==> src/hw/rtl/stvac_pkg.sv <==
// Shared types, constants and functions of the tick accounting core.
// Depends on nothing; imported by the interfaces and all modules but the checker.
package stvac_pkg;

  localparam int unsigned TimeW  = 64;
  localparam int unsigned Nice0W = 21;
  localparam int unsigned WghtW  = 32;
  localparam int unsigned ClsW   = 2;
  // The product elapsed * nice0 is as wide as both factors together.
  localparam int unsigned ProdW  = TimeW + Nice0W;
  localparam int unsigned HalfW  = TimeW / 2;
  localparam int unsigned PartW  = HalfW + Nice0W;

  localparam logic [ClsW-1:0] CLS_FAIR = 2'd0;
  localparam logic [ClsW-1:0] CLS_RT   = 2'd1;

  // Configuration register indexes.
  localparam logic CFG_NICE0    = 1'b0;
  localparam logic CFG_RT_SLICE = 1'b1;

  localparam logic [Nice0W-1:0] NICE0_RESET    = 21'd1024;
  localparam logic [TimeW-1:0]  RT_SLICE_RESET = 64'd10000000;

  // Accounting record as it travels down the pipeline.
  typedef struct packed {
    logic [TimeW-1:0] run_total;
    logic [TimeW-1:0] start_time;
    logic [TimeW-1:0] virt_run;
    logic [TimeW-1:0] slice_used;
    logic             want;
    logic             upd_virt;
  } rec_t;

  // Unsigned add that saturates at all ones.
  function automatic logic [TimeW-1:0] sat_add(input logic [TimeW-1:0] a,
                                               input logic [TimeW-1:0] b);
    logic [TimeW:0] s;
    s = {1'b0, a} + {1'b0, b};
    return s[TimeW] ? {TimeW{1'b1}} : s[TimeW-1:0];
  endfunction

endpackage

==> src/hw/rtl/stvac_back.sv <==
// Final stage: clamps the scaled delta and adds it to the virtual runtime.
// Depends on stvac_pkg.
module stvac_back import stvac_pkg::*; (
  input  logic             clk_i,
  input  logic             rst_ni,
  input  logic             en_i,
  input  logic             valid_i,
  input  rec_t             rec_i,
  input  logic [ProdW-1:0] quot_i,
  output logic             valid_o,
  output rec_t             rec_o
);

  logic             v_q;
  rec_t             rec_q, rec_d;
  logic [TimeW-1:0] delta;

  // A quotient beyond 64 bits saturates the delta.
  always_comb begin
    delta = (|quot_i[ProdW-1:TimeW]) ? {TimeW{1'b1}} : quot_i[TimeW-1:0];
    rec_d = rec_i;
    if (rec_i.upd_virt) begin
      rec_d.virt_run = sat_add(rec_i.virt_run, delta);
    end
  end

  always_ff @(posedge clk_i or negedge rst_ni) begin
    if (!rst_ni) begin
      v_q <= 1'b0;
    end else if (en_i) begin
      v_q <= valid_i;
    end
  end

  always_ff @(posedge clk_i) begin
    if (en_i) begin
      rec_q <= rec_d;
    end
  end

  assign valid_o = v_q;
  assign rec_o   = rec_q;

endmodule

==> config.mk <==
export PLATFORM = sky130hd
export DESIGN_NAME = stvac_back
export DESIGN_NICKNAME = d
export VERILOG_FILES = /design/src/hw/rtl/stvac_pkg.sv /design/src/hw/rtl/stvac_back.sv
export SDC_FILE = /design/constraint.sdc
export NUM_CORES = 1
export LEC_CHECK = 0
export BUFFER_PORTS_ARGS = -buffer_cell sky130_fd_sc_hd__buf_2
export CORE_AREA = 2 2 237 239
export CTS_CLUSTER_DIAMETER = 30
export DETAILED_ROUTE_END_ITERATION = 12
export DIE_AREA = 0 0 239 241
export PLACE_DENSITY_LB_ADDON = 0.1
export SLEW_MARGIN = 5
export SYNTH_ARGS = -nofsm -noshare
export SYNTH_HDL_FRONTEND = slang
export SYNTH_SLANG_ARGS = --single-unit
==> constraint.sdc <==
create_clock -name clk_i -period 2.15 [get_ports clk_i]
set_input_delay 0.43 -clock clk_i [delete_from_list [all_inputs] [get_ports clk_i]]
set_output_delay 0.43 -clock clk_i [all_outputs]
set_load 0.1 [all_outputs]
### Word level (Yosys, flattened, before mapping)

Cells that the tools add are included.

| word-level totals | value |
|---|---|
| register bits | 259 |
| logic and storage cells | 12 |

| operators by class | value |
|---|---|
| $add $sub $neg | 1 |
| mux-type cells | 3 |
| reduce and logical (&&, ||, !) cells | 1 |

Operators by type and width:

| cell | number |
|---|---|
| two-way mux 64 bit | 3 |
| adder 64 x 64 -> 65 bit | 1 |
| OR reduction 21 bit | 1 |

### Depth between registers and ports, before layout

| logic depth | value |
|---|---|
| depth after elaboration | 5 |
| mapped depth | 19 |
| gate-level depth less buffers | 17 |

### Least setup slack after synthesis

Ideal clock, no wire load.

| timing path | value |
|---|---|
| path kind | input port to flip-flop |
| from | input port quot_i[69] |
| to | register rec_q, in the netlist rec_o[112] (data pin) |
| library setup time | 0.256 ns |
| arrival | 4.466 ns |
| required time | 1.894 ns |
| path slack | -2.572 ns |
| stages on the path | 15 |
| path buffers | 1 |
| cells stage by stage | or4_1 -> nor4_1 -> clkbuf_1 -> nand2b_1 -> ha_1 -> a21o_1 -> a211o_1 -> o21ai_1 -> a211oi_1 -> o41ai_2 -> o21ai_2 -> a31oi_2 -> o31ai_1 -> xor2_1 -> o22a_1 |

RTL lines:

| item | line | RTL |
|---|---|---|
| start: declaration | stvac_back.sv:9 | `input logic [ProdW-1:0] quot_i,` |
| end signal: assignment | stvac_back.sv:37 | `rec_q <= rec_d;` |
| end: declaration | stvac_back.sv:15 | `rec_t rec_q, rec_d;` |

==> results.cfg <==
[sta]
rsz0062_at_grt = true
finClkSkew_ns = 0
slew_violations = 0
period_share_pct = 183.9
worst_slack_ns = -1.805
relSlewSlack_pct = 61.61
period_minus_slack_ns = 3.955
setup_viol = 64
tightest_slew_ns = 0.5798
finalHoldViolCount = 0
fmaxAchievable_mhz = 252.9

[placement]
postPlaceCellArea_um2 = 18900
dpl_worst_slack_ns = -2.756
place.port_buffers = 605
dp_hpwl_um = 42600
dp_cells = 2496
gp_congestion = 0.8612

[drt]
drc = 0
wl_um = 55620
wire_per_inst_um = 19.48
antenna_left = 0
drt-pass1-iter-count = 4
drt-initial-drc-count = 407
via_per_inst = 4.344
vias = 12410

[grt]
grt_overflow = 0
grt_max_degree = 66
grt_usage_pct = 18.58
grt_antenna_before_repair = 28
grt_pass1_vias = 13060
grt_pass1_wl_um = 79440

[clocking]
cts_buffer_depth = 3
clock_latency_ns = 0.60
clock-root-buffer = clkbuf_16
cts_buffers = 75
htreeDepth = 3
cts_sinks = 259
cts.reportedPaths.clkPinSlew_ns = 0.05
cts_tree = built

[run]
timing.max_cap.violations = 0

[synth]
synth_most_common_cell = edfxtp_1
synth.ff_latch_count = 259
synth_fp_nets = 1362
synth_top_area_share_pct = 61.48
yosys-top-cells-area = edfxtp_1 (61%), ha_1 (6.9%), o22a_1 (4.1%)
async_flop_share_pct = 0.3861
synth.distinct_cells = 67
synth_edf_count = 258
syn_area_per_cell_um2 = 13.34
syn_inst = 945
yosysSeqAreaShare_pct = 61.68
yosys.area.top_type = edfxtp_1
yosys_warnings = 0
yosys-top-cells-count = edfxtp_1 (258), a21oi_1 (82), ha_1 (69), nand2b_1 (69), o22a_1 (59)
netlist_area_um2 = 12600
ys.flop_type = edfxtp_1

[layout]
drive_gt1_share_pct = 52.41
area_delta_synth_final_pct = 88.90
final_area_um2 = 23810
final_util_pct = 43.38
layout.cells.non_filler = 2856
fin_nets = 2495

[floorplan]
core-area_um2 = 54880
row_count = 86
initial_utilization_pct = 22.96
die_w_um = 239
pin_count = 606
die-area_um2 = 57600
die_h_um = 241

[worst_setup_path]
startpoint_type = input pin
critPathMaxFanout = 12
critPathKind = in -> reg
end_kind = flop
required_ns = 2.49
arrival_ns = 4.29

[power]
p_leak_uw = 0.01012
total_power_uw = 21880
ir_worst_vdd_v = 0.0005796
cellPowerDensity_nw_per_um2 = 919.0

[min_path]
holdCritPathClass = in -> reg

[run_status]
violations = setup timing
status = complete, but fails checks
cells in the final DEF (no fill, tap or decap), types with 10 or more instances in the layout:
cell,instances
buf_2,603
buf_4,271
edfxtp_1,258
dlygate4sd3_1,192
clkbuf_16,76
a21oi_1,65
o22a_1,59
nand2b_1,58
nand2_1,52
ha_1,47
nor2_1,36
xnor2_1,35
a21o_1,25
xor2_1,20
o21ai_0,19
ha_4,19
a21oi_2,17
diode_2,15
inv_1,15
clkinv_1,15
nand4_1,14
o21bai_1,13
clkbuf_1,12
nand2b_4,11
o21ai_1,11
buf_12,10
registers in the layout, indices dropped and copies added, names as in the netlist:
register  flops
rec_o       258
valid_o       1
layout make-up:
class | count | area [um2]
Clock buffer | 88 | 1947
Sequential cell | 259 | 7772
Clock inverter | 48 | 401.6
Timing Repair Buffer | 1087 | 7335
Antenna cell | 15 | 37.54
Fill cell | 5320 | 31070
Inverter | 15 | 56.30
Multi-Input combinational cell | 640 | 5375
Tap cell | 704 | 880.8
layer usage:
metal / GRT usage, % / up-vias / share of wire (%)
li1: - / 6001 / -
met1: 21.21 / 5837 / 40
met2: 31.58 / 434 / 49
met3: 6.417 / 108 / 8.2
met4: 7.765 / 26 / 2.9
met5: 1.178 / - / 0.28
stage by stage:
| step | TNS, ns | hold slack [ns] |
|---|---|---|
| after floorplan | -126.62 | 0.1344 |
| after global placement | -163.35 | 0.2053 |
| after detailed placement | -167.53 | 0.2081 |
| after CTS | -106.48 | 0.01491 |
| after global routing | -121.33 | 0.03571 |
| final | -105.60 | 0.05911 |
kinds of logic (layout without fill, tap and decap cells):
family | Yosys count | in the layout | synth area share [%]
AO/OA/AOI/OAI | 286 | 286 | 16.08
other | 0 | 15 | 0
multiplexers | 3 | 3 | 0.2482
flip-flops | 259 | 259 | 61.68
XOR/XNOR | 56 | 56 | 3.892
adder cells (fa/ha/maj) | 70 | 70 | 7.010
buffers and inverters | 46 | 1238 | 1.727
AND/OR/NAND/NOR | 225 | 225 | 9.363
timing repair:
item	4_1_cts	5_1_grt
setup buffers	13	3
setup endpoints to repair	64	64
cloned	2	0
gates resized for setup	71	18
hold buffers	192	0
pin swaps	21	13
hold endpoints to repair	192	0
report_power, final:
part,leakage [uW],internal (uW),switching [uW]
logic,0.00646,1520,4210
registers,0.00254,6050,106
clock network,0.00111,6530,3460
total,0.0101,14100,7770
worst max-delay path, cell delays in order:
cell and delay [ns]:
buf_6 0.09, or4_4 0.53, nor4_4 0.27, buf_6 0.15, buf_12 0.14, buf_4 0.14, nand2b_1 0.10, ha_4 0.31
nand2_1 0.09, o211ai_2 0.20, a21boi_2 0.10, o31ai_4 0.27, a31oi_4 0.11, o31ai_4 0.34, a21oi_4 0.13, or4b_1 0.53
and3_4 0.17, o22a_1 0.15
worst paths after layout:
| check | from | endpoint | slack (ns) | cells after the start |
|---|---|---|---|---|
| setup / recovery | quot_i[69] | rec_o[125] | -1.80 | 18 |
| hold / removal | valid_i | valid_o | 0.06 | 2 |
| setup reg to reg | valid_o | valid_o | 1.42 | 1 |
| hold reg to reg | valid_o | valid_o | 0.50 | 1 |
| max in group asynchronous | rst_ni | valid_o | 1.91 | 2 |
| min in group asynchronous | rst_ni | valid_o | 0.15 | 2 |
(Power assumes the default switching activity.)
