[src/hw/rtl/stvac_pkg.sv]
// Shared types, constants and functions of the tick accounting core.
// Depends on nothing; imported by the interfaces and all modules but the checker.
package stvac_pkg;

  localparam int unsigned TimeW  = 64;
  localparam int unsigned Nice0W = 21;
  localparam int unsigned WghtW  = 32;
  localparam int unsigned ClsW   = 2;
  // The product elapsed * nice0 is as wide as both factors together.
  localparam int unsigned ProdW  = TimeW + Nice0W;
  localparam int unsigned HalfW  = TimeW / 2;
  localparam int unsigned PartW  = HalfW + Nice0W;

  localparam logic [ClsW-1:0] CLS_FAIR = 2'd0;
  localparam logic [ClsW-1:0] CLS_RT   = 2'd1;

  // Configuration register indexes.
  localparam logic CFG_NICE0    = 1'b0;
  localparam logic CFG_RT_SLICE = 1'b1;

  localparam logic [Nice0W-1:0] NICE0_RESET    = 21'd1024;
  localparam logic [TimeW-1:0]  RT_SLICE_RESET = 64'd10000000;

  // Accounting record as it travels down the pipeline.
  typedef struct packed {
    logic [TimeW-1:0] run_total;
    logic [TimeW-1:0] start_time;
    logic [TimeW-1:0] virt_run;
    logic [TimeW-1:0] slice_used;
    logic             want;
    logic             upd_virt;
  } rec_t;

  // Unsigned add that saturates at all ones.
  function automatic logic [TimeW-1:0] sat_add(input logic [TimeW-1:0] a,
                                               input logic [TimeW-1:0] b);
    logic [TimeW:0] s;
    s = {1'b0, a} + {1'b0, b};
    return s[TimeW] ? {TimeW{1'b1}} : s[TimeW-1:0];
  endfunction

endpackage

[src/hw/rtl/stvac_front.sv]
// Front stages: elapsed time, runtime and slice updates, preemption flags
// and the elapsed * nice0 product. Depends on stvac_pkg.
module stvac_front import stvac_pkg::*; (
  input  logic              clk_i,
  input  logic              rst_ni,
  input  logic              en_i,
  input  logic              valid_i,
  input  logic [TimeW-1:0]  now_i,
  input  logic [TimeW-1:0]  start_i,
  input  logic [TimeW-1:0]  run_i,
  input  logic [TimeW-1:0]  virt_i,
  input  logic [TimeW-1:0]  slice_i,
  input  logic [WghtW-1:0]  weight_i,
  input  logic [ClsW-1:0]   cls_i,
  input  logic              has_i,
  input  logic              idle_i,
  input  logic              others_i,
  input  logic [Nice0W-1:0] nice0_i,
  input  logic [TimeW-1:0]  rt_slice_i,
  output logic              valid_o,
  output rec_t              rec_o,
  output logic [ProdW-1:0]  prod_o,
  output logic [WghtW-1:0]  divisor_o
);

  // Stage 1 registers.
  logic             v1_q;
  logic [TimeW-1:0] now1_q, start1_q, run1_q, virt1_q, slice1_q, el1_q;
  logic [WghtW-1:0] w1_q;
  logic [ClsW-1:0]  cls1_q;
  logic             has1_q, idle1_q, oth1_q;

  // Stage 2 registers.
  logic             v2_q;
  rec_t             rec2_q, rec2_d;
  logic             rtchk2_q, rtchk2_d;
  logic [PartW-1:0] plo2_q, phi2_q;
  logic [WghtW-1:0] w2_q;

  // Stage 3 registers.
  logic             v3_q;
  rec_t             rec3_q, rec3_d;
  logic [ProdW-1:0] prod3_q;
  logic [WghtW-1:0] w3_q;

  logic act1;

  // Elapsed time, zero when the thread has no start time.
  always_ff @(posedge clk_i or negedge rst_ni) begin
    if (!rst_ni) begin
      v1_q <= 1'b0;
    end else if (en_i) begin
      v1_q <= valid_i;
    end
  end

  always_ff @(posedge clk_i) begin
    if (en_i) begin
      now1_q   <= now_i;
      start1_q <= start_i;
      run1_q   <= run_i;
      virt1_q  <= virt_i;
      slice1_q <= slice_i;
      w1_q     <= weight_i;
      cls1_q   <= cls_i;
      has1_q   <= has_i;
      idle1_q  <= idle_i;
      oth1_q   <= others_i;
      el1_q    <= (start_i == '0) ? '0 : now_i - start_i;
    end
  end

  // Record update for an accounted (present, non-idle) thread.
  assign act1 = has1_q & ~idle1_q;

  always_comb begin
    rec2_d            = '0;
    rec2_d.run_total  = act1 ? sat_add(run1_q, el1_q) : run1_q;
    rec2_d.start_time = act1 ? now1_q : start1_q;
    rec2_d.virt_run   = virt1_q;
    rec2_d.slice_used = (act1 && cls1_q == CLS_RT) ? sat_add(slice1_q, el1_q) : slice1_q;
    rec2_d.upd_virt   = act1 && cls1_q == CLS_FAIR;
    rec2_d.want       = (has1_q & idle1_q & oth1_q) |
                        (act1 && cls1_q == CLS_FAIR && oth1_q && el1_q != '0);
    rtchk2_d          = act1 && cls1_q == CLS_RT && oth1_q;
  end

  always_ff @(posedge clk_i or negedge rst_ni) begin
    if (!rst_ni) begin
      v2_q <= 1'b0;
    end else if (en_i) begin
      v2_q <= v1_q;
    end
  end

  // Partial products of the elapsed time halves with nice0.
  always_ff @(posedge clk_i) begin
    if (en_i) begin
      rec2_q   <= rec2_d;
      rtchk2_q <= rtchk2_d;
      plo2_q   <= PartW'(el1_q[HalfW-1:0]) * PartW'(nice0_i);
      phi2_q   <= PartW'(el1_q[TimeW-1:HalfW]) * PartW'(nice0_i);
      w2_q     <= (w1_q == '0) ? WghtW'(1) : w1_q;
    end
  end

  // Slice expiry check and the full product.
  always_comb begin
    rec3_d      = rec2_q;
    rec3_d.want = rec2_q.want | (rtchk2_q && rec2_q.slice_used >= rt_slice_i);
  end

  always_ff @(posedge clk_i or negedge rst_ni) begin
    if (!rst_ni) begin
      v3_q <= 1'b0;
    end else if (en_i) begin
      v3_q <= v2_q;
    end
  end

  always_ff @(posedge clk_i) begin
    if (en_i) begin
      rec3_q  <= rec3_d;
      prod3_q <= {phi2_q, {HalfW{1'b0}}} + ProdW'(plo2_q);
      w3_q    <= w2_q;
    end
  end

  assign valid_o   = v3_q;
  assign rec_o     = rec3_q;
  assign prod_o    = prod3_q;
  assign divisor_o = w3_q;

endmodule

[config.mk]
export PLATFORM = sky130hd
export DESIGN_NAME = stvac_front
export DESIGN_NICKNAME = d
export VERILOG_FILES = /design/src/hw/rtl/stvac_pkg.sv /design/src/hw/rtl/stvac_front.sv
export SDC_FILE = /design/constraint.sdc
export NUM_CORES = 2
export LEC_CHECK = 0
export BUFFER_PORTS_ARGS = -buffer_cell sky130_fd_sc_hd__buf_2
export CORE_MARGIN = 5
export CORE_UTILIZATION = 25
export CTS_BUF_LIST = sky130_fd_sc_hd__clkbuf_16
export DETAILED_ROUTE_END_ITERATION = 12
export MAX_ROUTING_LAYER = met4
export PLACE_DENSITY = 0.38
export REMOVE_ABC_BUFFERS = 1
export SETUP_SLACK_MARGIN = 0.02
export SLEW_MARGIN = 20
export SYNTH_ARGS = -nofsm -noshare
export SYNTH_HDL_FRONTEND = slang
export SYNTH_SLANG_ARGS = --single-unit
[constraint.sdc]
create_clock -name clk_i -period 8.6 [get_ports clk_i]
set_input_delay 1.72 -clock clk_i [delete_from_list [all_inputs] [get_ports clk_i]]
set_output_delay 1.72 -clock clk_i [all_outputs]
set_load 0.05 [all_outputs]
Yosys cells after proc, flatten, opt, wreduce, memory -nomap -nowiden
Index checks and enable logic that the tools add are counted.
Cells by class
  eq/ne operators: 1
  $lt $le $gt $ge: 1
  reduce and logical (&&, ||, !) cells: 10
  bitwise gates (word level): 6
  add/subtract/negate cells: 4
  muxes and demuxes: 5
  multiply operators: 2
Operators by type and width (number)
  $mux 64: 5
  $add 64x64->65: 2
  $mul 32x21->53: 2
  $add 85x53->85: 1
  $ge 64x64->1: 1
  $logic_not 64->1: 1
  $reduce_bool 64->1: 1
  $sub 64x64->64: 1
  $logic_not 32->1: 1
  $logic_and 1x1->1: 6
  $and 1x1->1: 3
  $eq 2x1->1 const B: 1
  $logic_not 2->1: 1
  $or 1x1->1: 2
  $not 1->1: 1
Storage, ports and cells
  register bits: 1196

Depth between registers and ports, before layout
  depth after elaboration: 6
  depth in mapped cells: 29
  gate-level depth less buffers: 27

Least setup slack after synthesis
No wires, ideal clock.
  path type: in2reg
  start point: input nice0_i[6]
  end point: register plo2_q[50], data pin
  slack: 70 ps
  cell stages on the path: 25
  arrival time: 8268 ps
  data required time: 8338 ps
  buffers on the path: 2
  cell sequence: clkbuf_1 -> clkbuf_1 -> nand2_1 -> fa_1 -> fa_1 -> fa_1 -> inv_1 -> fa_1 -> fa_1 -> fa_1 -> inv_1 -> fa_1 -> inv_1 -> ha_1 -> a21oi_1 -> o21ai_1 -> nor3_1 -> nor3_1 -> a31oi_2 -> o311ai_1 -> a31oi_2 -> o21ba_2 -> or3_1 -> o21ai_1 -> xor2_1
On the way
  cells in the longest elaborated chain, start to end: 1
RTL lines
  from (decl): line stvac_front.sv:18  | input logic [Nice0W-1:0] nice0_i,
  $mul 32x21->53: line stvac_front.sv:101  | plo2_q <= PartW'(el1_q[HalfW-1:0]) * PartW'(nice0_i);
  to (signal assigned): line stvac_front.sv:101
  to (decl): line stvac_front.sv:37  | logic [PartW-1:0] plo2_q, phi2_q;
No other way between the ends.
A chain may end at the register's enable or synchronous reset.

Worst setup path in the final report
  start point: input nice0_i[3]
  end point: register plo2_q[52], data pin
Same word-level chain as after synthesis.

==> PnR_summary.wiki <==
{| class="wikitable"
! Metric !! Value
|-
| Outcome || completed
|-
| Reg clk slew, reported paths || roughly 50 ps
|-
| Capturing element type of the critical path || register
|-
| Number of different library cells in the post-synthesis netlist || 87
|-
| Total number of placement rows || ~230
|-
| Vias in the first global route || 73330
|-
| Boundary Pins || around 800
|-
| YS warnings || 0
|-
| Worst-path cell with the longest stage delay || fa_1
|-
| Total overflow reported by the global router || 0
|-
| Total Negative Setup Slacks || 0 ps
|-
| Routed length on met1 || roughly 150000 um
|-
| Maximum number of pins on one net before global-route repair || 160
|-
| Maximum cell stage delay along the critical path || roughly 550 ps
|-
| Final cell count without fillers || between 15000 and 20000
|-
| TritonCTS clock tree || built
|-
| Share of layout cells above drive strength 1 || 0.1656
|-
| Core Footprint || about 0.38 mm^2
|-
| Post-CTS Hold Fix Bufs || 0
|-
| Share of the clock period used by the worst path || 0.9635
|-
| Initial cell density of the core || 0.2507
|-
| Final hold violations || 0
|-
| Most Frequent Cell on Critical Path || fa_1
|-
| Vias per inst || between 4 and 5
|-
| Placed standard-cell area || between 0.1 and 0.15 mm^2
|-
| Cell family with the largest share of critical-path delay || adder cells
|-
| Avg Synthesized Cell Area || about 11 um^2
|-
| Last weighted congestion value of the routability-driven placer || 0.8845
|-
| Number of buffers inserted by port buffering || around 820
|-
| Post-route worst setup slack || roughly 310 ps
|-
| Least-Margin Pin Slew || between 1000 and 1500 ps
|-
| Setup repair after global routing missed its margin || yes
|-
| Worst-case clock buffer depth || 4
|-
| Slew HR || 0.1871
|-
| Dominant cell type by area after synthesis || edfxtp_1
|-
| Max-capacitance violation count || 0
|-
| WL per Instance || ~24 um
|-
| Worst Path Max Fanout || 18
|-
| Overall die area || 0.3955 mm^2
|-
| Number of H-tree branching levels || 4
|-
| Clock latency reported for the late side of the worst-skew pair || 900 ps
|-
| Largest cells by area after synthesis || edfxtp_1, fa_1, ha_1, inv_1, and2_1
|-
| Share of flip-flops with an asynchronous set or reset after synthesis || 0.002508
|-
| Top layer in use || met4
|-
| Horizontal die dimension || ~630 um
|-
| Clk Tree Root Cell || clkbuf_16
|-
| Final WL || approximately 360000 um
|-
| Initial antenna violation count || 108
|-
| Netlist area before placement || approximately 0.096 mm^2
|-
| Type of the most critical hold path || register to register
|-
| Max-slew violation count || 0
|-
| Required time worst endpoint || ~9200 ps
|-
| Global-route wire length before repair || 519100 um
|-
| Minimum clock period after layout || slightly above 8000 ps
|-
| Worst EP arrival || 8870 ps
|-
| Worst Path Buf+Inv || 9
|-
| Detailed-routed wire length on met3 || roughly 18000 um
|-
| DR WL met2 || between 150000 and 200000 um
|-
| DRT Pass-1 Iters || 6
|-
| Post-synth EDFFs || roughly 1200
|-
| Vert. Die Dim || ~630 um
|-
| Worst setup timing slack at the placement stage || -893.2 ps
|-
| DRC violation count after routing || 0
|-
| Share of Yosys cell area claimed by the top area cell type || 0.3741
|-
| Number of cells after detailed placement || about 15000
|-
| Total non-filler cell area in the finished layout || about 0.11 mm^2
|-
| Share of the yosys chip area belonging to registers || 0.3749
|-
| Vias || 68270
|-
| Cell count after synthesis || between 8000 and 9000
|-
| Largest clock skew in the final design || about 100 ps
|-
| Iteration-0 DRC Markers || ~4500
|-
| Number of clock sinks || roughly 1200
|-
| Gr usage total || 0.1840
|-
| Commonest register cell after synthesis || edfxtp_1
|-
| Kind of start point of the critical path || input pin
|-
| Nets || approximately 12000
|-
| Area delta synth->final || 19.41%
|-
| WS Path Type || input pin to register
|-
| Residual antenna-violating net count after detailed routing || 0
|-
| Seq cells post-synth || around 1200
|-
| Peak clock frequency supported by timing || approximately 120 MHz
|-
| HPWL after DPL || between 200000 and 300000 um
|-
| Clock buffers created by TritonCTS || about 160
|-
| Finish-stage setup viols || 0
|}
kinds of logic (layout without fill, tap and decap cells):
group,after synthesis,count (layout),share of synthesized area
simple gates,2469,2469,0.1262
buf+inv,1835,3059,0.07256
fa+ha+maj,1740,1740,0.3165
flops,1196,1196,0.3749
compound gates,1181,1181,0.08046
xor+xnor,314,314,0.02872
mux,6,6,0.0006663
other cells,0,80,0
layer usage:
metal	up-vias	track usage
li1	30880	-
met3	409	0.02613
met2	1841	0.3161
met5	-	-
met4	0	0.05410
met1	35140	0.2246
cell usage after synthesis (5+ instances only):
| cell | n |
|---|---|
| a311oi_1 | 6 |
| ha_1 | 602 |
| a41oi_1 | 11 |
| nand2b_1 | 39 |
| and2_1 | 735 |
| o31ai_1 | 14 |
| nor3_1 | 52 |
| o21ai_1 | 35 |
| nor2b_1 | 47 |
| and3_1 | 29 |
| a31o_2 | 7 |
| o21a_1 | 32 |
| or3_1 | 13 |
| buf_2 | 6 |
| nor3b_1 | 7 |
| a221oi_1 | 10 |
| a2111oi_0 | 7 |
| o211ai_1 | 21 |
| nand4_1 | 81 |
| nand3b_1 | 5 |
| o21bai_1 | 60 |
| xor2_1 | 122 |
| nand3_1 | 71 |
| o22a_1 | 71 |
| o21ai_0 | 148 |
| clkbuf_1 | 411 |
| a211o_1 | 9 |
| a21oi_1 | 394 |
| nor2_1 | 268 |
| or2_2 | 5 |
| or4_1 | 5 |
| edfxtp_1 | 1193 |
| inv_1 | 1409 |
| nor4_1 | 54 |
| a31oi_1 | 33 |
| a21o_1 | 208 |
| and4_1 | 10 |
| buf_6 | 7 |
| a21boi_0 | 7 |
| fa_1 | 1138 |
| o2111ai_1 | 6 |
| xnor2_1 | 192 |
| a211oi_1 | 35 |
| nand2_1 | 1039 |
per-stage QoR:
step           hold slack (ps)  utilization
2_1_floorplan            400.3            -
3_3_place_gp             400.2       0.2859
3_5_place_dp             404.5       0.2859
4_1_cts                  376.1       0.2986
5_1_grt                  397.8       0.2992
6_report                 390.7       0.2993
cells in the final DEF, fill, tap and decap left out, types with 38 or more instances in the layout:
cell type  count
o21ai_0      145
o22a_1        71
xor2_1       122
fa_1        1138
clkbuf_16    157
nand2b_1      38
xnor2_1      192
nand3_1       71
edfxtp_1    1193
nor2_1       268
buf_2        818
ha_1         602
nor2b_1       45
a21oi_1      394
nor4_1        53
buf_12        39
nand2_1     1039
inv_1       1434
a21o_1       208
nand4_1       81
diode_2       80
o21bai_1      60
nor3_1        50
buf_4        521
and2_1       735
layout make-up:
type / instances / area [um^2]
diodes: 80 / 200.2
clock buffers: 157 / 3929
clock inverters: 113 / 910.9
fillers: 39740 / 267700
inverters: 1410 / 5293
multi-input cells: 5710 / 53020
flip-flops and latches: 1196 / 35900
well taps: 5038 / 6304
repair buffers: 1379 / 8801
flip-flops by register name, indices dropped and copies added (netlist names), 53 cells and up:
signal,count
rec2_q,258
rec_o,258
prod_o,85
el1_q,64
now1_q,64
run1_q,64
slice1_q,64
start1_q,64
virt1_q,64
phi2_q,53
plo2_q,53
worst paths after layout:
check / startpoint / endpoint / slack, ps / depth (start not counted)
hold / removal: plo2_q[23] / prod_o[23] / 390 / 0
hold reg to reg: plo2_q[23] / prod_o[23] / 390 / 0
setup reg to reg: el1_q[49] / phi2_q[37] / 360 / 24
setup / recovery: nice0_i[3] / plo2_q[52] / 310 / 28
max in group asynchronous: rst_ni / v2_q / 7810 / 1
min in group asynchronous: rst_ni / v1_q / 680 / 1
timing repair:
item	CTS	global route
gates resized for setup	2	13
gates cloned	0	0
pin swaps	0	2
setup endpoints to repair	1	10
hold endpoints to repair	0	0
buffers inserted	0	4
Power is left out: the tool's default activity adds up to more than one toggle a clock period on the data nets, which glitch-free logic cannot reach.
