$ cat config.mk
export PLATFORM = sky130hd
export DESIGN_NAME = stvac_skid
export DESIGN_NICKNAME = d
export VERILOG_FILES = /design/src/hw/rtl/stvac_pkg.sv /design/src/hw/rtl/stvac_skid.sv
export SDC_FILE = /design/constraint.sdc
export NUM_CORES = 1
export LEC_CHECK = 0
export BUFFER_PORTS_ARGS = -buffer_cell sky130_fd_sc_hd__buf_2
export CAP_MARGIN = 15
export CORE_ASPECT_RATIO = 1.2
export CORE_MARGIN = 2
export CORE_UTILIZATION = 47
export DETAILED_ROUTE_END_ITERATION = 8
export GPL_ROUTABILITY_DRIVEN = 0
export PLACE_DENSITY = 0.77
export SYNTH_ARGS = -nofsm -noshare
export SYNTH_HDL_FRONTEND = slang
export SYNTH_SLANG_ARGS = --single-unit
$ cat constraint.sdc
create_clock -name clk_i -period 32.1 [get_ports clk_i]
set_input_delay 6.42 -clock clk_i [delete_from_list [all_inputs] [get_ports clk_i]]
set_output_delay 6.42 -clock clk_i [all_outputs]
set_load 0.02 [all_outputs]
$ cat src/hw/rtl/stvac_pkg.sv
// Shared types, constants and functions of the tick accounting core.
// Depends on nothing; imported by the interfaces and all modules but the checker.
package stvac_pkg;

  localparam int unsigned TimeW  = 64;
  localparam int unsigned Nice0W = 21;
  localparam int unsigned WghtW  = 32;
  localparam int unsigned ClsW   = 2;
  // The product elapsed * nice0 is as wide as both factors together.
  localparam int unsigned ProdW  = TimeW + Nice0W;
  localparam int unsigned HalfW  = TimeW / 2;
  localparam int unsigned PartW  = HalfW + Nice0W;

  localparam logic [ClsW-1:0] CLS_FAIR = 2'd0;
  localparam logic [ClsW-1:0] CLS_RT   = 2'd1;

  // Configuration register indexes.
  localparam logic CFG_NICE0    = 1'b0;
  localparam logic CFG_RT_SLICE = 1'b1;

  localparam logic [Nice0W-1:0] NICE0_RESET    = 21'd1024;
  localparam logic [TimeW-1:0]  RT_SLICE_RESET = 64'd10000000;

  // Accounting record as it travels down the pipeline.
  typedef struct packed {
    logic [TimeW-1:0] run_total;
    logic [TimeW-1:0] start_time;
    logic [TimeW-1:0] virt_run;
    logic [TimeW-1:0] slice_used;
    logic             want;
    logic             upd_virt;
  } rec_t;

  // Unsigned add that saturates at all ones.
  function automatic logic [TimeW-1:0] sat_add(input logic [TimeW-1:0] a,
                                               input logic [TimeW-1:0] b);
    logic [TimeW:0] s;
    s = {1'b0, a} + {1'b0, b};
    return s[TimeW] ? {TimeW{1'b1}} : s[TimeW-1:0];
  endfunction

endpackage

$ cat src/hw/rtl/stvac_skid.sv
// Output register with a skid entry, so the pipeline stall is registered.
// Depends on stvac_pkg.
module stvac_skid import stvac_pkg::*; (
  input  logic clk_i,
  input  logic rst_ni,
  input  logic valid_i,
  input  rec_t rec_i,
  output logic full_o,
  output logic valid_o,
  input  logic ready_i,
  output rec_t rec_o
);

  logic out_v_q, skid_v_q;
  rec_t out_q, skid_q;

  // Control: the skid entry fills only when the output is held.
  always_ff @(posedge clk_i or negedge rst_ni) begin
    if (!rst_ni) begin
      out_v_q  <= 1'b0;
      skid_v_q <= 1'b0;
    end else if (!out_v_q || ready_i) begin
      out_v_q  <= skid_v_q | valid_i;
      skid_v_q <= 1'b0;
    end else if (valid_i) begin
      skid_v_q <= 1'b1;
    end
  end

  always_ff @(posedge clk_i) begin
    if (!out_v_q || ready_i) begin
      out_q <= skid_v_q ? skid_q : rec_i;
    end else if (valid_i) begin
      skid_q <= rec_i;
    end
  end

  assign full_o  = skid_v_q;
  assign valid_o = out_v_q;
  assign rec_o   = out_q;

endmodule

# Word level (Yosys, flattened, before mapping)
# Cells that the tools add are included.
[classes] mux=3 n_bitwise=2 reduce_logical=4
[op_table] operator="$mux W258" n=1
[op_table] operator="$mux W1" n=2
[op_table] operator="$reduce_and A2 Y1" n=1
[op_table] operator="$reduce_bool A2 Y1" n=1
[op_table] operator="$logic_not A1 Y1" n=1
[op_table] operator="$logic_or A1 B1 Y1" n=1
[op_table] operator="$not A1 Y1" n=1
[op_table] operator="$or A1 B1 Y1" n=1
[totals] ff_bits=518 inputBits=262 output_inout_bits=260 word_cells=23

# Longest topological paths before layout
# Gate-level depths: netlist (run 1).
[depth] ltp_word=4 ltp_mapped=5 depth_no_buf=2

# Least setup slack after synthesis (run 1)
# OpenSTA, ideal clock, no wires.
[synth_timing] kind="input-to-reg" start="in ready_i" end="reg skid_q[0] (netlist name), enable pin" setup_time_ps=3172 t_arrival_ps=33491 required_time_ps=28928 setup_slack_ps=-4562 path_stages=2 n_path_buf=0 path_cell_list="nand2b_1 nor2_1"
[synth_between] elab_chain_len=3
[synth_rtl] item="from (decl)" line_no="stvac_skid.sv:10" text="input logic ready_i,"
[synth_rtl] item="$logic_or A1 B1 Y1" line_no="stvac_skid.sv:31" text="if (!out_v_q || ready_i) begin"
[synth_rtl] item="$not A1 Y1 (no line)"
[synth_rtl] item="$reduce_and A2 Y1 (no line)"
[synth_rtl] item="to (signal assigned)" line_no="stvac_skid.sv:34" text="skid_q <= rec_i;"
[synth_rtl] item="to (decl)" line_no="stvac_skid.sv:15" text="rec_t out_q, skid_q;"
# No other way between the ends.
# A chain may end at the register's enable or synchronous reset.

# Final worst setup path (run 1)
[layout_timing] start="in ready_i" end="reg skid_q[214] (netlist name), enable pin"
# Same word-level chain as after synthesis.

==> impl_metrics.py, run 1 <==
metrics = {
    "clock_network": {
        "cts_max_level": 2,
        "cts_buffers": 50,
        "clk_pin_slew_worst_paths_ns": 0.06,
        "cts.sink_count": 518,
        "cts_resized": 0,
        "cts_tree": "yes",
        "hold_buffers": 0,
        "clkLatencyLatePin_ns": 0.57,
        "cts_buffer_depth": 3,
        "postCtsSetupRepairBufs": 0,
        "clockRootBuffer": "clkbuf_16",
    },
    "synthesis": {
        "synth_area_per_cell_sq_um": 24.1,
        "ys_types": 10,
        "synth_top_area_share_pct": 79.3,
        "yosys_most_used_dff": "edfxtp_1",
        "yosysTopAreaCell": "edfxtp_1",
        "synth-async-reset-ratio_pct": 0.386,
        "netlist_area_sq_um": 19500,
        "synthTopCellsByCount": "edfxtp_1, mux2_4, mux2_2",
        "synth_edf_count": 516,
        "yosys_warnings": 0,
        "synth_nets": 1073,
        "syn_inst": 811,
        "ys_seq_area_share_pct": 79.6,
        "synth.most_common_cell": "edfxtp_1",
        "synthTopCellsByArea": "edfxtp_1, mux2_4, mux2_2",
        "synth_seq_cells": 518,
    },
    "power_and_ir_drop": {
        "ir_worst_vdd_uv": 51.2,
        "static-leakage-power_nw": 9.60,
        "p_total_w": 0.00156,
        "p_per_area_nw_per_um2": 64.6,
    },
    "worst_setup_path": {
        "cp_num_cells": 5,
        "critPathMaxStageDelay_ns": 0.83,
        "regToRegStartpoint": "valid_o",
        "crit_required_ns": 32.28,
        "critPathLaunchType": "primary input",
        "critPathMostFrequentCell": "buf_4",
        "reg2reg_to": "skid_q[214]",
        "path_class": "in2reg",
        "cp_data_arrival_time_ns": 9.52,
        "worstSetupEndpoint": "skid_q[214]",
        "cp_cell_sequence": "buf_2 -> nand2b_4 -> nor2_4 -> buf_4 -> buf_4",
        "startpoint": "ready_i",
        "crit_path_end_kind": "flip-flop",
        "path_delay_family": "buffers and inverters",
        "worst-r2r-setup-slack_ns": 28.35,
        "worstPathMaxFanout": 72,
        "slowest_stage": "buf_4",
        "reg2regPathDepth": 4,
        "path_buf_inv": 3,
    },
    "grt": {
        "antenna_found_initial": 11,
        "grt_pass1_vias": 9999,
        "grt_use_total_pct": 18.1,
        "grt_pass1_wl_mm": 58.7,
        "grt_max_degree": 79,
        "grt_overflow": 0,
    },
    "run_status": {
        "status": "finished, final reports clean",
    },
    "place": {
        "place_hpwl_mm": 28.4,
        "portBuffers": 521,
        "pre_cts_ws_ns": 22.13,
    },
    "min_path": {
        "min_path_type": "reg2reg",
    },
    "finish": {
        "fin_nets": 1628,
        "n_fill_cell": 3005,
        "syn_to_final_growth_pct": 23.9,
        "drive_gt1_share_pct": 61.8,
    },
    "timing": {
        "finalSetupTns_ns": 0,
        "final.setup_skew_ns": 0.0149,
        "worst-slew-pin-transition_ns": 1.09,
        "period_minus_slack_ns": 9.34,
        "rsz0062_at_grt": "no",
        "whs_ns": 0.543,
        "hold_violations": 0,
        "fin_crit_sh_pct": 29.1,
        "clock.fmax_mhz": 107,
        "relSlewSlack_pct": 27.2,
        "setup_viol": 0,
        "slew_violations": 0,
        "setup_ws_ns": 22.76,
    },
    "die": {
        "initial_core_util_pct": 47.8,
        "core_sq_um": 40800,
        "die_y_um": 227,
        "chipWidth_um": 190,
        "io_pins": 522,
        "num_rows": 81,
        "dieArea_sq_um": 43200,
    },
    "routing": {
        "drc": 0,
        "top_layer_used": "met5",
        "wl_per_cell_um": 21.1,
        "postRouteAntennaNets": 0,
        "route.met2.wl_mm": 20.4,
        "met1Wirelength_mm": 15.2,
        "via_per_inst": 4.98,
        "first_pass_iters": 4,
        "first_iter_violations": 490,
        "routed_wl_mm": 41.1,
        "routed-via-count": 9688,
        "wl_met3_mm": 3.91,
    },
    "run": {
        "drv_cap": 0,
    },
}
[where the power goes]
group          switching (W)  internal (W)
registers          0.0000150      0.000803
clock network       0.000239      0.000329
logic               0.000102     0.0000750
total               0.000356       0.00121
[metrics by stage]
step	area, sq um	std cells	util, %
after floorplan	19500	811	-
after global placement	22600	1853	55.4
after detailed placement	22600	1853	55.4
after CTS	24200	1939	59.2
after global routing	24200	1944	59.2
final	24200	1946	59.3
[placed cells by master (no fill, tap or decap)]
cell type   instances
clkinv_1           10
nand2_1             1
buf_2             521
dfrtp_4             1
clkinv_4            1
nand2b_4            1
clkbuf_16          51
mux2_4            200
clkinvlp_4          2
dfrtp_1             1
nor2_1              2
buf_4              11
clkbuf_1            4
mux2_2             58
diode_2             7
clkinv_2           11
edfxtp_1          516
inv_1               1
nor2_4              1
inv_6               2
bufinv_16           5
[routing by layer]
layer,up-vias,GRT usage [%]
li1,4352,-
met1,4810,21.0
met2,430,30.4
met3,90,6.78
met4,6,8.00
met5,-,0
[worst min path at each step]
stage / start / endpoint / slack, ns / depth (start not counted)
global placement: skid_q[192] / rec_o[192] / 0.53 / 1
global route: skid_q[255] / rec_o[255] / 0.56 / 1
CTS: skid_q[161] / rec_o[161] / 0.54 / 1
finish: skid_q[74] / rec_o[74] / 0.54 / 1
floorplan: skid_q[0] / rec_o[0] / 0.52 / 1
detailed placement: skid_q[235] / rec_o[235] / 0.53 / 1
[sequential cells by signal, summed over array words and instances, names as in the netlist]
| register | cells |
|---|---|
| full_o | 1 |
| skid_q | 258 |
| rec_o | 258 |
| valid_o | 1 |
[final cells by class]
class	count	area (sq um)	area share, %
well taps	539	674	2.79
clock buffers	55	1290	5.34
multi-input cells	263	3690	15.3
diodes	7	17.5	0.0724
repair buffers	532	2690	11.1
clock inverters	31	284	1.17
flip-flops and latches	518	15500	64.2
inverters	1	3.75	0.0155
[kinds of logic after synthesis]
group                  share of synthesized area [%]
AND/OR/NAND/NOR                                0.109
buffers and inverters                           1.56
multiplexers                                    18.7
flip-flops                                      79.6
Power figures use the tool's default switching activity.
==> run 2, diff against run 1 <==
==> constraint.sdc (replaced) <==
create_clock -name clk_i -period 8 [get_ports clk_i]
set_input_delay 1.6 -clock clk_i [delete_from_list [all_inputs] [get_ports clk_i]]
set_output_delay 1.6 -clock clk_i [all_outputs]
set_load 0.02 [all_outputs]
==> impl_metrics.py, run 2 (synthesized netlist as in run 1, its figures left out) <==
metrics = {
    "run_status": {
        "status": "finished, final reports clean",
    },
    "timing": {
        "relSlewSlack_pct": 29.1,
        "final.setup_skew_ns": 0.00878,
        "worst-slew-pin-transition_ns": 1.06,
        "whs_ns": 0.541,
        "slew_violations": 0,
        "clock.fmax_mhz": 288,
        "rsz0062_at_grt": "no",
        "fin_crit_sh_pct": 43.4,
        "period_minus_slack_ns": 3.47,
        "hold_violations": 0,
        "setup_viol": 0,
    },
    "finish": {
        "drive_gt1_share_pct": 61.2,
        "final_common_cell": "buf_2",
        "seq_area_sq_um": 15500,
        "n_fill_cell": 2942,
        "final_area_sq_um": 24200,
        "syn_to_final_growth_pct": 24.1,
        "fin_nets": 1628,
        "layout_common_cells": "buf_2, edfxtp_1, mux2_4",
        "multiInputGateArea_sq_um": 3690,
    },
    "grt": {
        "use_met2_pct": 32.0,
        "grt_pass1_wl_mm": 59.4,
        "grtUsageMet1_pct": 21.9,
        "grt_max_degree": 132,
        "grt_pass1_vias": 10007,
        "grt_use_total_pct": 18.6,
        "busiest_layer": "met2",
        "grt_overflow": 0,
        "antenna_found_initial": 12,
        "grtUsageMet3_pct": 6.32,
    },
    "min_path": {
        "min_to": "rec_o[92]",
        "min_from": "skid_q[92]",
        "hold_depth": 1,
        "min_path_type": "reg2reg",
    },
    "power_and_ir_drop": {
        "static-leakage-power_nw": 9.61,
        "ir_worst_vdd_uv": 227,
        "p_per_area_nw_per_um2": 260,
    },
    "clock_network": {
        "postCtsSetupRepairBufs": 0,
        "clockRootBuffer": "clkbuf_16",
        "hold_buffers": 0,
        "cts_max_level": 2,
        "cts.sink_count": 518,
        "cts_tree": "yes",
        "clkLatencyLatePin_ns": 0.56,
        "cts_buffers": 51,
        "cts_buffer_depth": 3,
        "clk_pin_slew_worst_paths_ns": 0.06,
        "cts_resized": 0,
    },
    "die": {
        "core_sq_um": 40800,
        "io_pins": 522,
        "num_rows": 81,
        "chipWidth_um": 190,
        "dieArea_sq_um": 43200,
        "die_y_um": 227,
        "initial_core_util_pct": 47.8,
    },
    "routing": {
        "wl_per_cell_um": 21.3,
        "postRouteAntennaNets": 0,
        "routed-via-count": 9707,
        "routed_wl_mm": 41.5,
        "first_iter_violations": 540,
        "first_pass_iters": 4,
        "drc": 0,
        "via_per_inst": 4.98,
    },
    "worst_setup_path": {
        "reg2reg_to": "rec_o[2]",
        "critPathLaunchType": "primary input",
        "crit_path_end_kind": "flip-flop",
        "worstPathMaxFanout": 72,
        "regToRegStartpoint": "full_o",
        "reg2regPathDepth": 3,
        "cp_data_arrival_time_ns": 3.66,
        "worst-r2r-setup-slack_ns": 4.86,
        "path_class": "in2reg",
        "crit_required_ns": 8.19,
    },
    "place": {
        "portBuffers": 521,
        "place_hpwl_mm": 28.7,
        "placed_cell_area_sq_um": 22600,
    },
    "run": {
        "drv_cap": 0,
    },
}
## run 2: power breakdown
| group | internal, W | switching, W |
|---|---|---|
| Clock | 0.00134 | 0.000957 |
| Combinational | 0.000302 | 0.000410 |
| Sequential | 0.00322 | 0.0000645 |
| Total | 0.00486 | 0.00143 |
## run 2: area by class of cell
type                            instances  area share [%]
Clock buffer                           66            5.67
Clock inverter                         24           0.903
Tap cell                              539            2.78
Multi-Input combinational cell        263            15.2
Antenna cell                            9          0.0929
Sequential cell                       518            64.1
Timing Repair Buffer                  531            11.2
Inverter                                1          0.0155
## run 2: worst max-delay path, stage by stage
cell and delay, ns:
buf_2 0.08, nand2b_4 0.24, buf_4 0.79, buf_4 0.80
## run 2: metrics by stage
step	utilization (%)	total power (W)	setup WS, ns	TNS, ns	instances
floorplan	-	0.00381	-7.36	-1898.01	811
global placement	55.4	0.00404	4.01	0	1852
global route	59.3	0.00650	4.40	0	1949
detailed placement	55.4	0.00406	3.96	0	1852
CTS	59.3	0.00636	4.58	0	1942
finish	59.4	0.00630	4.53	0	1951
## run 2: worst max path at each step
stage | startpoint | end | slack [ns]
2_1_floorplan | ready_i | skid_q[0] | -7.36
3_3_place_gp | ready_i | skid_q[159] | 4.01
3_5_place_dp | ready_i | skid_q[219] | 3.96
4_1_cts | ready_i | skid_q[219] | 4.58
5_1_grt | ready_i | rec_o[92] | 4.40
6_report | ready_i | rec_o[128] | 4.53
## run 2: layer usage
metal	vias to the layer above	part of all wire [%]	wire (um)
met3	71	9.2	3840
li1	4376	-	-
met2	439	51	21100
met1	4815	37	15500
met5	-	0.077	32
met4	6	2.4	1010
==> run 3, diff against run 2 <==
==> constraint.sdc (replaced) <==
create_clock -name clk_i -period 3.1 [get_ports clk_i]
set_input_delay 0.62 -clock clk_i [delete_from_list [all_inputs] [get_ports clk_i]]
set_output_delay 0.62 -clock clk_i [all_outputs]
set_load 0.02 [all_outputs]
==> impl_metrics.py, run 3 (synthesized netlist as in run 1, its figures left out) <==
metrics = {
    "timing": {
        "hold_violations": 0,
        "whs_ns": 0.231,
        "rsz0062_at_grt": "no",
        "slew_violations": 0,
        "worst-slew-pin-transition_ns": 0.963,
        "period_minus_slack_ns": 2.40,
        "setup_ws_ns": 0.700,
        "final.setup_skew_ns": 0.0144,
        "setup_viol": 0,
        "clock.fmax_mhz": 417,
        "relSlewSlack_pct": 35.8,
        "fin_crit_sh_pct": 77.4,
    },
    "routing": {
        "first_iter_violations": 621,
        "via_per_inst": 5.00,
        "routed_wl_mm": 42.0,
        "drc": 0,
        "routed-via-count": 9766,
        "wl_per_cell_um": 21.5,
        "first_pass_iters": 5,
        "postRouteAntennaNets": 0,
    },
    "finish": {
        "finalNonFillerCells": 1952,
        "syn_to_final_growth_pct": 24.6,
        "final_common_cell": "buf_2",
        "drive_gt1_share_pct": 61.8,
        "fin_nets": 1636,
        "layout_common_cells": "buf_2, edfxtp_1, mux2_4",
    },
    "grt": {
        "grt_max_degree": 154,
        "use_met2_pct": 33.3,
        "busiest_layer": "met2",
        "grtUsageMet3_pct": 6.94,
        "antenna_found_initial": 8,
        "grt_overflow": 0,
        "grtUsageMet1_pct": 21.0,
        "grt_pass1_wl_mm": 60.6,
        "grt_use_total_pct": 18.8,
        "grt_pass1_vias": 10178,
    },
    "clock_network": {
        "cts.sink_count": 518,
        "cts_max_level": 2,
        "clkLatencyLatePin_ns": 0.57,
        "clk_pin_slew_worst_paths_ns": 0.06,
        "postCtsSetupRepairBufs": 0,
        "cts_buffer_depth": 3,
        "clockRootBuffer": "clkbuf_16",
        "cts_tree": "yes",
        "cts_buffers": 49,
    },
    "worst_setup_path": {
        "startpoint": "full_o",
        "crit_required_ns": 2.48,
        "regToRegStartpoint": "full_o",
        "worstPathMaxFanout": 23,
        "cp_data_arrival_time_ns": 1.78,
        "reg2regPathDepth": 3,
        "reg2reg_to": "rec_o[43]",
        "crit_path_end_kind": "primary output",
        "path_class": "reg2out",
        "worst-r2r-setup-slack_ns": 1.14,
        "critPathLaunchType": "flip-flop",
    },
    "die": {
        "core_sq_um": 40800,
        "die_y_um": 227,
        "io_pins": 522,
        "num_rows": 81,
        "dieArea_sq_um": 43200,
        "initial_core_util_pct": 47.8,
        "chipWidth_um": 190,
    },
    "run": {
        "drv_cap": 0,
    },
    "run_status": {
        "status": "finished, final reports clean",
    },
    "place": {
        "place_hpwl_mm": 29.1,
        "pre_cts_ws_ns": 0.955,
        "place_inst": 1861,
        "portBuffers": 521,
    },
    "min_path": {
        "hold_depth": 1,
        "min_path_type": "in2reg",
        "min_to": "skid_q[240]",
        "min_from": "rec_i[240]",
    },
    "power_and_ir_drop": {
        "p_per_area_nw_per_um2": 662,
        "static-leakage-power_nw": 9.66,
        "ir_worst_vdd_uv": 563,
    },
}
## run 3: how the worst max path moves through the flow
| stage | end | slack (ns) | cells past startpoint |
|---|---|---|---|
| global route | full_o | 0.59 | 2 |
| global placement | skid_q[158] | 0.98 | 4 |
| finish | full_o | 0.70 | 2 |
| floorplan | skid_q[0] | -11.28 | 2 |
| detailed placement | skid_q[74] | 0.95 | 4 |
| CTS | full_o | 0.63 | 2 |
## run 3: layer usage
layer  routed length [um]  part of all wire (%)  vias to the layer above
met3                 4130                   9.8                       74
met1                15000                    36                     4858
met4                 1040                   2.5                       10
met5                   62                  0.15                        -
met2                21800                    52                      443
li1                     -                     -                     4381
## run 3: what timing repair did
| item | 4_1_cts | 5_1_grt |
|---|---|---|
| hold endpoints to repair | 2 | 0 |
| resized for setup | 0 | 0 |
| hold buffers | 1 | 0 |
## run 3: critical path, stage by stage (launching register included)
cell,delay [ns]
dfrtp_4,0.71
buf_12,0.26
buf_2,0.20
## run 3: metrics by stage
stage           TNS, ns  power [W]  util [%]  cell area (sq um)
2_1_floorplan  -2909.37    0.00984         -              19500
3_3_place_gp          0     0.0104      55.8              22800
3_5_place_dp          0     0.0105      55.8              22800
4_1_cts               0     0.0163      59.6              24300
5_1_grt               0     0.0167      59.6              24300
6_report              0     0.0161      59.6              24300
## run 3: report_power, final
part	internal, W	switching [W]	total, W
registers	0.00832	0.000156	0.00847
logic	0.000798	0.00107	0.00187
clock network	0.00326	0.00251	0.00577
## run 3: final cells by class
type                       instances  area, sq um
sequential                       518        15500
clock inverter                    31          240
timing repair buffer             541         2870
multi-input combinational        263         3690
clock buffer                      58         1300
tap                              539          674
antenna                            1         2.50
inverter                           1         3.75
fill                            2982        16500
